$ cat src/hdl/bve_pkg.sv
package bve_pkg;

  localparam int DEPTH       = 64;
  localparam int WORD_W      = 32;
  localparam int OPC_W       = 3;
  localparam int POS_W       = 6;
  localparam int COUNT_OUT_W = 7;
  localparam int STATUS_W    = 2;
  localparam int ADDR_W      = $clog2(DEPTH);
  localparam int CNT_W       = $clog2(DEPTH + 1);
  // compare width, one spare bit so index plus two never wraps
  localparam int CMP_W       = ((CNT_W > POS_W) ? CNT_W : POS_W) + 1;

  localparam logic [OPC_W-1:0] OP_PUSH  = 3'd0;
  localparam logic [OPC_W-1:0] OP_POP   = 3'd1;
  localparam logic [OPC_W-1:0] OP_ERASE = 3'd2;
  localparam logic [OPC_W-1:0] OP_CLEAR = 3'd3;
  localparam logic [OPC_W-1:0] OP_READ  = 3'd4;

  localparam logic [STATUS_W-1:0] STAT_OK    = 2'd0;
  localparam logic [STATUS_W-1:0] STAT_FULL  = 2'd1;
  localparam logic [STATUS_W-1:0] STAT_RANGE = 2'd2;

  typedef enum logic [2:0] {
    S_IDLE,
    S_EXEC,
    S_SHIFT_RD,
    S_SHIFT_WR,
    S_READ_CAP,
    S_FRONT,
    S_BACK,
    S_DONE
  } bve_state_t;

  typedef struct packed {
    logic take_in;
    logic exec;
    logic shift_rd;
    logic shift_wr;
    logic read_cap;
    logic front_rd;
    logic back_rd;
    logic hold_back;
    logic load_out;
  } bve_cmd_t;

  typedef struct packed {
    logic erase_shift;
    logic read_ok;
    logic shift_more;
    logic out_free;
  } bve_stat_t;

endpackage

$ cat src/hdl/bve_ram.sv
module bve_ram #(
  parameter int WIDTH = 32,
  parameter int DEPTH = 64
) (
  input  logic                     clk,
  input  logic                     wr_en,
  input  logic [$clog2(DEPTH)-1:0] wr_addr,
  input  logic [WIDTH-1:0]         wr_data,
  input  logic [$clog2(DEPTH)-1:0] rd_addr,
  output logic [WIDTH-1:0]         rd_data
);

  logic [WIDTH-1:0] mem [DEPTH];

  always_ff @(posedge clk) begin
    if (wr_en) begin
      mem[wr_addr] <= wr_data;
    end
    rd_data <= mem[rd_addr];
  end

endmodule

$ cat src/hdl/bve_ctrl.sv
module bve_ctrl
  import bve_pkg::*;
(
  input  logic      clk,
  input  logic      rst,
  input  logic      in_valid,
  output logic      in_stall,
  input  bve_stat_t stat,
  output bve_cmd_t  cmd
);

  bve_state_t state, state_next;

  always_ff @(posedge clk) begin
    if (rst) begin
      state <= S_IDLE;
    end else begin
      state <= state_next;
    end
  end

  always_comb begin
    state_next = state;
    unique case (state)
      S_IDLE: begin
        if (in_valid) state_next = S_EXEC;
      end
      S_EXEC: begin
        if (stat.erase_shift) begin
          state_next = S_SHIFT_RD;
        end else if (stat.read_ok) begin
          state_next = S_READ_CAP;
        end else begin
          state_next = S_FRONT;
        end
      end
      S_SHIFT_RD: state_next = S_SHIFT_WR;
      S_SHIFT_WR: begin
        state_next = stat.shift_more ? S_SHIFT_RD : S_FRONT;
      end
      S_READ_CAP: state_next = S_FRONT;
      S_FRONT:    state_next = S_BACK;
      S_BACK:     state_next = S_DONE;
      S_DONE: begin
        if (stat.out_free) state_next = S_IDLE;
      end
      default:    state_next = S_IDLE;
    endcase
  end

  always_comb begin
    cmd      = '0;
    in_stall = 1'b1;
    unique case (state)
      S_IDLE: begin
        in_stall    = 1'b0;
        cmd.take_in = in_valid;
      end
      S_EXEC:     cmd.exec     = 1'b1;
      S_SHIFT_RD: cmd.shift_rd = 1'b1;
      S_SHIFT_WR: cmd.shift_wr = 1'b1;
      S_READ_CAP: cmd.read_cap = 1'b1;
      S_FRONT:    cmd.front_rd = 1'b1;
      S_BACK:     cmd.back_rd  = 1'b1;
      S_DONE: begin
        cmd.hold_back = 1'b1;
        cmd.load_out  = stat.out_free;
      end
      default: ;
    endcase
  end

endmodule

$ cat src/hdl/bve_datapath.sv
module bve_datapath
  import bve_pkg::*;
(
  input  logic                       clk,
  input  logic                       rst,
  input  bve_cmd_t                   cmd,
  output bve_stat_t                  stat,
  input  logic [OPC_W-1:0]           opcode,
  input  logic signed [WORD_W-1:0]   new_value,
  input  logic [POS_W-1:0]           position,
  output logic                       out_valid,
  input  logic                       out_stall,
  output logic signed [WORD_W-1:0]   read_value,
  output logic signed [WORD_W-1:0]   front_value,
  output logic signed [WORD_W-1:0]   back_value,
  output logic [COUNT_OUT_W-1:0]     element_count,
  output logic [STATUS_W-1:0]        status
);

  logic [OPC_W-1:0]    op_q;
  logic [WORD_W-1:0]   val_q;
  logic [POS_W-1:0]    pos_q;
  logic [CNT_W-1:0]    count;
  logic [ADDR_W-1:0]   k;
  logic [WORD_W-1:0]   rd_res;
  logic [WORD_W-1:0]   front_q;
  logic [STATUS_W-1:0] status_q;

  logic [CMP_W-1:0]  pos_ext, cnt_ext, k_ext;
  logic              pos_in_range, is_full, is_empty;
  logic [ADDR_W-1:0] pos_addr, last_addr, count_addr;

  logic              wr_en;
  logic [ADDR_W-1:0] wr_addr, rd_addr;
  logic [WORD_W-1:0] wr_data, rd_data;

  assign pos_ext      = CMP_W'(pos_q);
  assign cnt_ext      = CMP_W'(count);
  assign k_ext        = CMP_W'(k);
  assign pos_in_range = pos_ext < cnt_ext;
  assign is_full      = cnt_ext >= CMP_W'(DEPTH);
  assign is_empty     = count == '0;
  assign pos_addr     = pos_ext[ADDR_W-1:0];
  assign count_addr   = count[ADDR_W-1:0];
  assign last_addr    = ADDR_W'(count - CNT_W'(1));

  assign stat.erase_shift = (op_q == OP_ERASE) && pos_in_range
                            && ((pos_ext + CMP_W'(1)) < cnt_ext);
  assign stat.read_ok     = (op_q == OP_READ) && pos_in_range;
  assign stat.shift_more  = (k_ext + CMP_W'(2)) < cnt_ext;
  assign stat.out_free    = !out_valid || !out_stall;

  always_comb begin
    wr_en   = 1'b0;
    wr_addr = count_addr;
    wr_data = val_q;
    rd_addr = '0;
    if (cmd.exec) begin
      wr_en   = (op_q == OP_PUSH) && !is_full;
      rd_addr = pos_addr;
    end
    if (cmd.shift_rd) begin
      rd_addr = k + ADDR_W'(1);
    end
    if (cmd.shift_wr) begin
      wr_en   = 1'b1;
      wr_addr = k;
      wr_data = rd_data;
    end
    if (cmd.front_rd) begin
      rd_addr = '0;
    end
    if (cmd.back_rd || cmd.hold_back) begin
      rd_addr = last_addr;
    end
  end

  bve_ram #(
    .WIDTH (WORD_W),
    .DEPTH (DEPTH)
  ) u_store (
    .clk     (clk),
    .wr_en   (wr_en),
    .wr_addr (wr_addr),
    .wr_data (wr_data),
    .rd_addr (rd_addr),
    .rd_data (rd_data)
  );

  always_ff @(posedge clk) begin
    if (cmd.take_in) begin
      op_q  <= opcode;
      val_q <= new_value;
      pos_q <= position;
    end
    if (cmd.exec) begin
      rd_res <= '0;
      k      <= pos_addr;
      unique case (op_q)
        OP_PUSH:  status_q <= is_full ? STAT_FULL : STAT_OK;
        OP_POP:   status_q <= is_empty ? STAT_RANGE : STAT_OK;
        OP_ERASE: status_q <= pos_in_range ? STAT_OK : STAT_RANGE;
        OP_READ:  status_q <= pos_in_range ? STAT_OK : STAT_RANGE;
        default:  status_q <= STAT_OK;
      endcase
    end
    if (cmd.shift_wr) begin
      k <= k + ADDR_W'(1);
    end
    if (cmd.read_cap) begin
      rd_res <= rd_data;
    end
    if (cmd.back_rd) begin
      front_q <= rd_data;
    end
    if (cmd.load_out) begin
      read_value    <= rd_res;
      front_value   <= is_empty ? '0 : front_q;
      back_value    <= is_empty ? '0 : rd_data;
      element_count <= COUNT_OUT_W'(count);
      status        <= status_q;
    end
  end

  always_ff @(posedge clk) begin
    if (rst) begin
      count     <= '0;
      out_valid <= 1'b0;
    end else begin
      if (cmd.exec) begin
        unique case (op_q)
          OP_PUSH:  if (!is_full) count <= count + CNT_W'(1);
          OP_POP:   if (!is_empty) count <= count - CNT_W'(1);
          OP_ERASE: begin
            // last element erased directly, otherwise after the shift
            if (pos_in_range && !stat.erase_shift) count <= count - CNT_W'(1);
          end
          OP_CLEAR: count <= '0;
          default: ;
        endcase
      end
      if (cmd.shift_wr && !stat.shift_more) begin
        count <= count - CNT_W'(1);
      end
      if (cmd.load_out) begin
        out_valid <= 1'b1;
      end else if (!out_stall) begin
        out_valid <= 1'b0;
      end
    end
  end

endmodule

$ cat src/hdl/bounded_vector_engine.sv
// channel  direction  handshake            payload
// in       to block   in_valid / in_stall  opcode, new_value, position
// out      from block out_valid / out_stall read_value, front_value, back_value,
//                                           element_count, status
//
// push, pop, clear, read and a failed operation pass execute, front, back and done;
// valid read adds a capture, erase of p in n adds n-1-p shift pairs: the registered-read
// element store moves one word per read and write pair, front and back are re-read after
// every operation; result register lets the next transaction enter while one waits
// synchronous rst empties the store; stored words themselves are not cleared
module bounded_vector_engine
  import bve_pkg::*;
(
  input  logic                     clk,
  input  logic                     rst,
  input  logic                     in_valid,
  output logic                     in_stall,
  input  logic [OPC_W-1:0]         opcode,
  input  logic signed [WORD_W-1:0] new_value,
  input  logic [POS_W-1:0]         position,
  output logic                     out_valid,
  input  logic                     out_stall,
  output logic signed [WORD_W-1:0] read_value,
  output logic signed [WORD_W-1:0] front_value,
  output logic signed [WORD_W-1:0] back_value,
  output logic [COUNT_OUT_W-1:0]   element_count,
  output logic [STATUS_W-1:0]      status
);

  bve_cmd_t  cmd;
  bve_stat_t stat;

  bve_ctrl u_ctrl (
    .clk      (clk),
    .rst      (rst),
    .in_valid (in_valid),
    .in_stall (in_stall),
    .stat     (stat),
    .cmd      (cmd)
  );

  bve_datapath u_datapath (
    .clk           (clk),
    .rst           (rst),
    .cmd           (cmd),
    .stat          (stat),
    .opcode        (opcode),
    .new_value     (new_value),
    .position      (position),
    .out_valid     (out_valid),
    .out_stall     (out_stall),
    .read_value    (read_value),
    .front_value   (front_value),
    .back_value    (back_value),
    .element_count (element_count),
    .status        (status)
  );

endmodule

$ cat config.mk
export PLATFORM = sky130hd
export DESIGN_NAME = bounded_vector_engine
export DESIGN_NICKNAME = d
export VERILOG_FILES = /design/src/hdl/bve_pkg.sv /design/src/hdl/bve_ram.sv /design/src/hdl/bve_ctrl.sv /design/src/hdl/bve_datapath.sv /design/src/hdl/bounded_vector_engine.sv
export SDC_FILE = /design/constraint.sdc
export NUM_CORES = 2
export LEC_CHECK = 0
export BUFFER_PORTS_ARGS = -buffer_cell sky130_fd_sc_hd__buf_4
export CAP_MARGIN = 10
export CORE_ASPECT_RATIO = 0.5
export CORE_MARGIN = 2
export CORE_UTILIZATION = 29
export DETAILED_ROUTE_END_ITERATION = 8
export PLACE_DENSITY_LB_ADDON = 0.2
export SETUP_SLACK_MARGIN = 0.1
export SYNTH_ARGS = -nofsm -noshare
export SYNTH_HDL_FRONTEND = slang
export SYNTH_HIERARCHICAL = 1
export SYNTH_SLANG_ARGS = --single-unit
$ cat constraint.sdc
create_clock -name clk -period 13.9 [get_ports clk]
set_input_delay 2.085 -clock clk [delete_from_list [all_inputs] [get_ports clk]]
set_output_delay 2.085 -clock clk [all_outputs]
set_load 0.02 [all_outputs]
# Word-level counts from Yosys, hierarchy flattened
# Memories as Yosys holds them, arrays and structs flattened. A register that Yosys moved wholly into a read port is not among the register bits.
# Index checks and enable logic that the tools add are counted.
[totals]
ff_bits = 229
mem_bits_rw = 2048
input_bits = 45
output_inout_bits = 107
n_memories = 1
[classes]
add_sub_neg = 5
n_lt_le_gt_ge = 4
n_eq_ne = 17
muxes = 41
reduce_logical = 23
[mem_list]
columns = ["memory", "words", "width", "rd", "rd_ports_with_merged_regs", "write_ports", "line_no", "source"]
rows = [
  ["u_datapath.u_store.mem", 64, 32, 1, 1, 1, "bve_ram.sv:13", "logic [WIDTH-1:0] mem [DEPTH];"],
]
[op_table]
columns = ["op", "count"]
rows = [
  ["32-bit 2-to-1 mux", 3],
  ["6-bit 2-to-1 mux", 7],
  ["7-bit 2-to-1 mux", 5],
  ["7-bit case mux with 4 select lines", 1],
  ["3-bit case mux with 8 select lines", 1],
  ["8-bit by 7-bit < comparator with 1-bit output", 2],
  ["1-bit 2-to-1 mux", 16],
  ["3-bit equality test, second input constant", 5],
  ["3-bit by 2-bit equality test with 1-bit output, second input constant", 4],
  ["3-bit 2-to-1 mux", 4],
  ["3-bit inequality test, second input constant", 3],
  ["6-bit by 1-bit adder with 7-bit output, second input constant", 1],
  ["6-bit by 2-bit adder with 7-bit output, second input constant", 1],
  ["7-bit by 1-bit adder with 7-bit output, second input constant", 1],
  ["7-bit greater-or-equal comparator, second input constant", 1],
  ["7-bit logical NOT", 1],
  ["6-bit by 7-bit < comparator with 1-bit output", 1],
  ["7-bit by 1-bit subtractor with 7-bit output, second input constant", 1],
  ["6-bit by 1-bit adder with 6-bit output, second input constant", 1],
  ["3-bit by 1-bit equality test with 1-bit output, second input constant", 2],
  ["1-bit logical AND", 6],
  ["3-bit logical NOT", 2],
  ["2-bit 2-to-1 mux", 3],
  ["2-bit case mux with 3 select lines", 1],
  ["other kinds (9)", 17],
]

# Depth between registers and ports, before layout
[logic_depth]
ltp_word = 9
depth_mapped = 16
ltp_nobuf = 11

# Cells and area by module
# The synthesis kept the hierarchy.
[by_module_without_submodules]
columns = ["module", "instances", "cells_each", "area_each_um2"]
rows = [
  ["bve_ram", 1, 3324, 78515.3],
  ["bve_datapath", 1, 587, 9166.3],
  ["bve_ctrl", 1, 34, 267.8],
]

# Worst setup path before layout
# Ideal clock, no wire load.
[synth_timing]
path_kind = "input to register"
start = "input out_stall"
end = "register u_datapath.back_value[0] (enable)"
setup_time_ns = 0.571
arrival_time_ns = 6.659
required_time_ns = 13.329
slack_ns = 6.670
stages = 3
path_cell_list = "nand2_1 -> nand2_1 -> nor2_1"
[synth_lines]
columns = ["element", "line_no", "source"]
rows = [
  ["from (decl)", "bounded_vector_engine.sv:22", "input logic out_stall,"],
  ["to (signal assigned)", "bve_datapath.sv:119", "back_value <= is_empty ? '0 : rd_data;"],
  ["to (decl)", "bve_datapath.sv:15", "output logic signed [WORD_W-1:0] back_value,"],
]

==> impl_summary.txt <==
----------------------------------------------------
[Yosys]
  Post-synth EDFFs ... 2266
  Part of the Yosys area used for sequential elements ... 0.7835
  Synth Area in Simple Gates ... 0.02434
  Mean Syn Cell Area ... 22.29 µm²
  Post-synth cell types ... 67
  Compound-gate portion of the synthesized area ... 0.02106
  Predominant post-synthesis flop cell ... sky130_fd_sc_hd__edfxtp_1
  Post-synth net total ... 4012
  Yosys warning count ... 6
  Synth Area in XOR/XNOR ... 0.001593
  Main combinational cell family by area after synthesis ... multiplexers
  Adder and majority cell fraction of the synthesized area ... 0.003130
  Register bit count reported by yosys ... 2309
  Post-Synthesis Cell Area ... 87950 µm²
  Mux cell area share after synthesis ... 0.1544
  Async set-or-reset flop fraction in the synthesized netlist ... 0
  Synthesized netlist cell count ... 3945

[Die]
  Overall die area ... 308000 µm²
  Core footprint ... 300600 µm²
  Number of ports placed on the die boundary ... 152
  Rows ... 142
  Die height ... 393.4 µm
  Initial standard-cell utilization of the core ... 0.2926
  Horizontal die dimension ... 782.8 µm

[Setup path]
  Reg-to-reg startpoint ... u_ctrl/state[2]
  R2r setup slk ... 6.98 ns
  CP max stage delay ... 0.91 ns
  Startpoint types ... flip-flop
  Depth of the most critical reg-to-reg path ... 10
  Crit Path Class ... flip-flop to flip-flop
  Top fanout value on the critical path ... 45
  WP data arrival ... 7.66 ns
  Nature of the critical path endpoint ... flip-flop
  Critical Path Slowest Stage Cell ... sky130_fd_sc_hd__and3b_2
  Reg-to-Reg End ... u_datapath/u_store/rd_data[21]
  Ordered cell list for the critical path ... and3b_2, nor2_1, o22ai_4, buf_4, buf_4, buf_4, mux4_2, mux4_2, o22ai_1, nor2_1
  Critical Path Most Common Cell ... sky130_fd_sc_hd__buf_4
  Req. time, crit path ... 14.64 ns

[Timing]
  Slew at the pin closest to its max-slew limit ... 1.249 ns
  Final cycle utilization of the critical path ... 0.4976
  Final min period ... 6.917 ns
  Slew margin rel. ... 0.1676
  Final setup vio count ... 0
  Fmax ... 144.6 MHz
  Final Skew ... 0.07072 ns
  Total count of max-transition violations in the final report ... 0
  Count of endpoints failing hold in the final timing report ... 0
  Setup_tns ... 0 ns
  Unrepaired setup endpoints after global routing ... no

[Power and ir drop]
  Worst voltage drop across the vdd grid ... 0.1209 mV
  Power per cell area ... 160.4 nW/µm²
  Leakage Power ... 30.73 nW
  Total design power ... 0.01639 W

[Outcome]
  Result of the run ... finished, final reports clean

[CTS]
  Latest clock arrival within the worst-skew pair ... 0.88 ns
  Number of setup buffers added after CTS ... 0
  Worst-path clk slew ... 0.07 ns
  Number of hold-repair buffers added at the cts stage ... 0
  Number of buffers created by CTS ... 228
  H-tree levels ... 4
  Number of sinks handled by clock tree synthesis ... 2309
  Longest Clk Path Bufs ... 4
  Buffer cell driving the clock tree root ... sky130_fd_sc_hd__clkbuf_16
  CTS resizes ... 0
  Clock tree from TritonCTS ... yes

[Global route]
  Initial antenna violation count ... 15
  Maximum number of pins on one net before global-route repair ... 109
  Wire length of the first global-routing pass ... 360700 µm
  All-layer global routing usage ... 0.1661
  Via count of the first global-routing pass ... 43840
  Total overflow reported by the global router ... 0

[Final layout]
  Total area of multi-input combinational cells ... 18600 µm²
  Highest-count cells in the layout ignoring fill and taps ... sky130_fd_sc_hd__edfxtp_1 (2266), sky130_fd_sc_hd__mux4_2 (544), sky130_fd_sc_hd__buf_4 (293)
  Final Net Count ... 4334
  Total of fill cells in the finished design ... 27990
  Most frequent standard cell in the layout excluding fill and tap cells ... sky130_fd_sc_hd__edfxtp_1
  Area added between synthesis and finish ... 16.22%
  Fraction of final layout cells sized beyond drive strength 1 ... 0.2922
  Area taken by flip-flops and latches ... 68910 µm²

[Routing]
  Final Routed Wirelength ... 261700 µm
  DR vias/cell ... 5.038
  Met2 wire length ... 126500 µm
  Length of routed wiring on met1 ... 115400 µm
  Length of the first detailed-routing pass in iterations ... 7
  Detail Route Antenna Nets ... 0
  Starting DRC count in detailed routing ... 4747
  Routed length per placed instance ... 30.83 µm
  Residual DRC count ... 0
  Total via count in the routed design ... 42770
  Detailed-routed wire length on met3 ... 14940 µm
  Max layer used ... met4

[Min path]
  Hold Path Sink ... u_datapath/read_value[0]
  Hold path startpoint ... u_datapath/rd_res[0]
  Hold/Removal Path Class ... flip-flop to flip-flop
  Cell depth of the worst hold path ... 0

[Placement]
  Final GP Congestion ... 0.7658
  Half-perimeter wire length after placement ... 145500 µm
  PortBufs ... 151

[Run]
  Number of max-cap violations ... 0

----------------------------------------------------
==> cells by family (layout without fill, tap and decap cells) <==
logic type / count (synthesis) / in the layout
AO/OA/AOI/OAI: 281 / 281
XOR/XNOR: 16 / 16
adder cells (fa/ha/maj): 22 / 22
buffers and inverters: 222 / 726
flip-flops: 2309 / 2309
multiplexers: 672 / 672
other: 0 / 9
AND/OR/NAND/NOR: 423 / 423
==> stage by stage <==
stage,instances,worst slack [ns],hold WS (ns),utilization,instance area [µm²]
global route,8481,6.176,0.4271,0.3400,102200
floorplan,3945,6.670,0.4003,-,87950
global placement,8067,6.771,0.4041,0.3157,94900
CTS,8479,6.664,0.4217,0.3398,102200
finish,8490,6.983,0.4241,0.3400,102200
detailed placement,8067,6.643,0.4045,0.3157,94900
==> layer usage <==
| metal | vias to the layer above | global-route usage |
|---|---|---|
| met5 | - | 0 |
| met3 | 294 | 0.02400 |
| li1 | 17250 | - |
| met1 | 23860 | 0.2366 |
| met4 | 0 | 0.03156 |
| met2 | 1372 | 0.2735 |
==> state kept, by name, summed over array words and instances, names as in the netlist, 32 cells and up <==
signal	cells
u_datapath/rd_res	32
u_datapath/back_value	32
u_datapath/val_q	32
u_datapath/u_store/mem	2048
u_datapath/front_q	32
u_datapath/front_value	32
u_datapath/u_store/rd_data	32
u_datapath/read_value	32
==> worst max-delay path: cells and delay by family (launching register included) <==
family | cells | cell delay (ns)
buf+inv | 3 | 2.15
simple gates | 3 | 1.48
compound gates | 2 | 1.26
mux | 2 | 1.09
flops | 1 | 0.66
==> worst max path at each step <==
stage | startpoint | endpoint | slack, ns | cells after the start
finish | u_ctrl/state[2] | u_datapath/u_store/rd_data[21] | 6.98 | 10
global placement | u_ctrl/state[2] | u_datapath/u_store/rd_data[5] | 6.77 | 11
global route | u_ctrl/state[2] | u_datapath/u_store/rd_data[21] | 6.18 | 10
detailed placement | u_ctrl/state[2] | u_datapath/u_store/rd_data[21] | 6.64 | 10
floorplan | out_stall | u_datapath/back_value[0] | 6.67 | 3
CTS | u_ctrl/state[2] | u_datapath/u_store/rd_data[21] | 6.66 | 10
==> synthesized netlist by cell type (all sizes together) (5+ instances only) <==
library cell,instances,area [µm²]
or3,5,36.28
nor2b,21,131.4
or2,5,31.29
a22oi,15,112.6
nor3b,6,45.04
o32ai,5,43.79
mux4,544,12250
a31oi,5,31.28
o22ai,94,588.1
nand2b,15,93.84
o21ai,14,77.58
clkbuf,92,345.3
or3b,6,55.06
o221ai,28,245.2
nor2,163,611.8
a21oi,84,420.4
edfxtp,2266,68050
nand3b,6,45.04
dfxtp,43,860.8
ha,22,275.3
inv,13,48.80
mux2i,94,940.9
buf,116,661.9
and2,100,625.6
nor3,14,75.07
mux2,34,382.9
nand3,17,85.08
a311oi,9,85.08
and3,7,43.79
nand2,48,180.2
xnor2,12,105.1
==> power breakdown <==
group / switching, W / total, W / leakage [nW] / internal, W
combinational: 0.00135 / 0.00212 / 6.39 / 0.000779
sequential: 0.000251 / 0.00816 / 20.8 / 0.00791
clock: 0.00262 / 0.00611 / 3.56 / 0.00349
total: 0.00422 / 0.0164 / 30.7 / 0.0122
==> final cells by class <==
cell class | instances | share of cell area
sequential | 2309 | 0.6741
multi-input combinational | 1414 | 0.1820
clock buffer | 305 | 0.06112
tap | 4032 | 0.04935
timing repair buffer | 300 | 0.02280
clock inverter | 107 | 0.009890
inverter | 14 | 0.0005141
antenna | 9 | 0.0002203
Note: power is estimated with default switching activity, not from simulation.
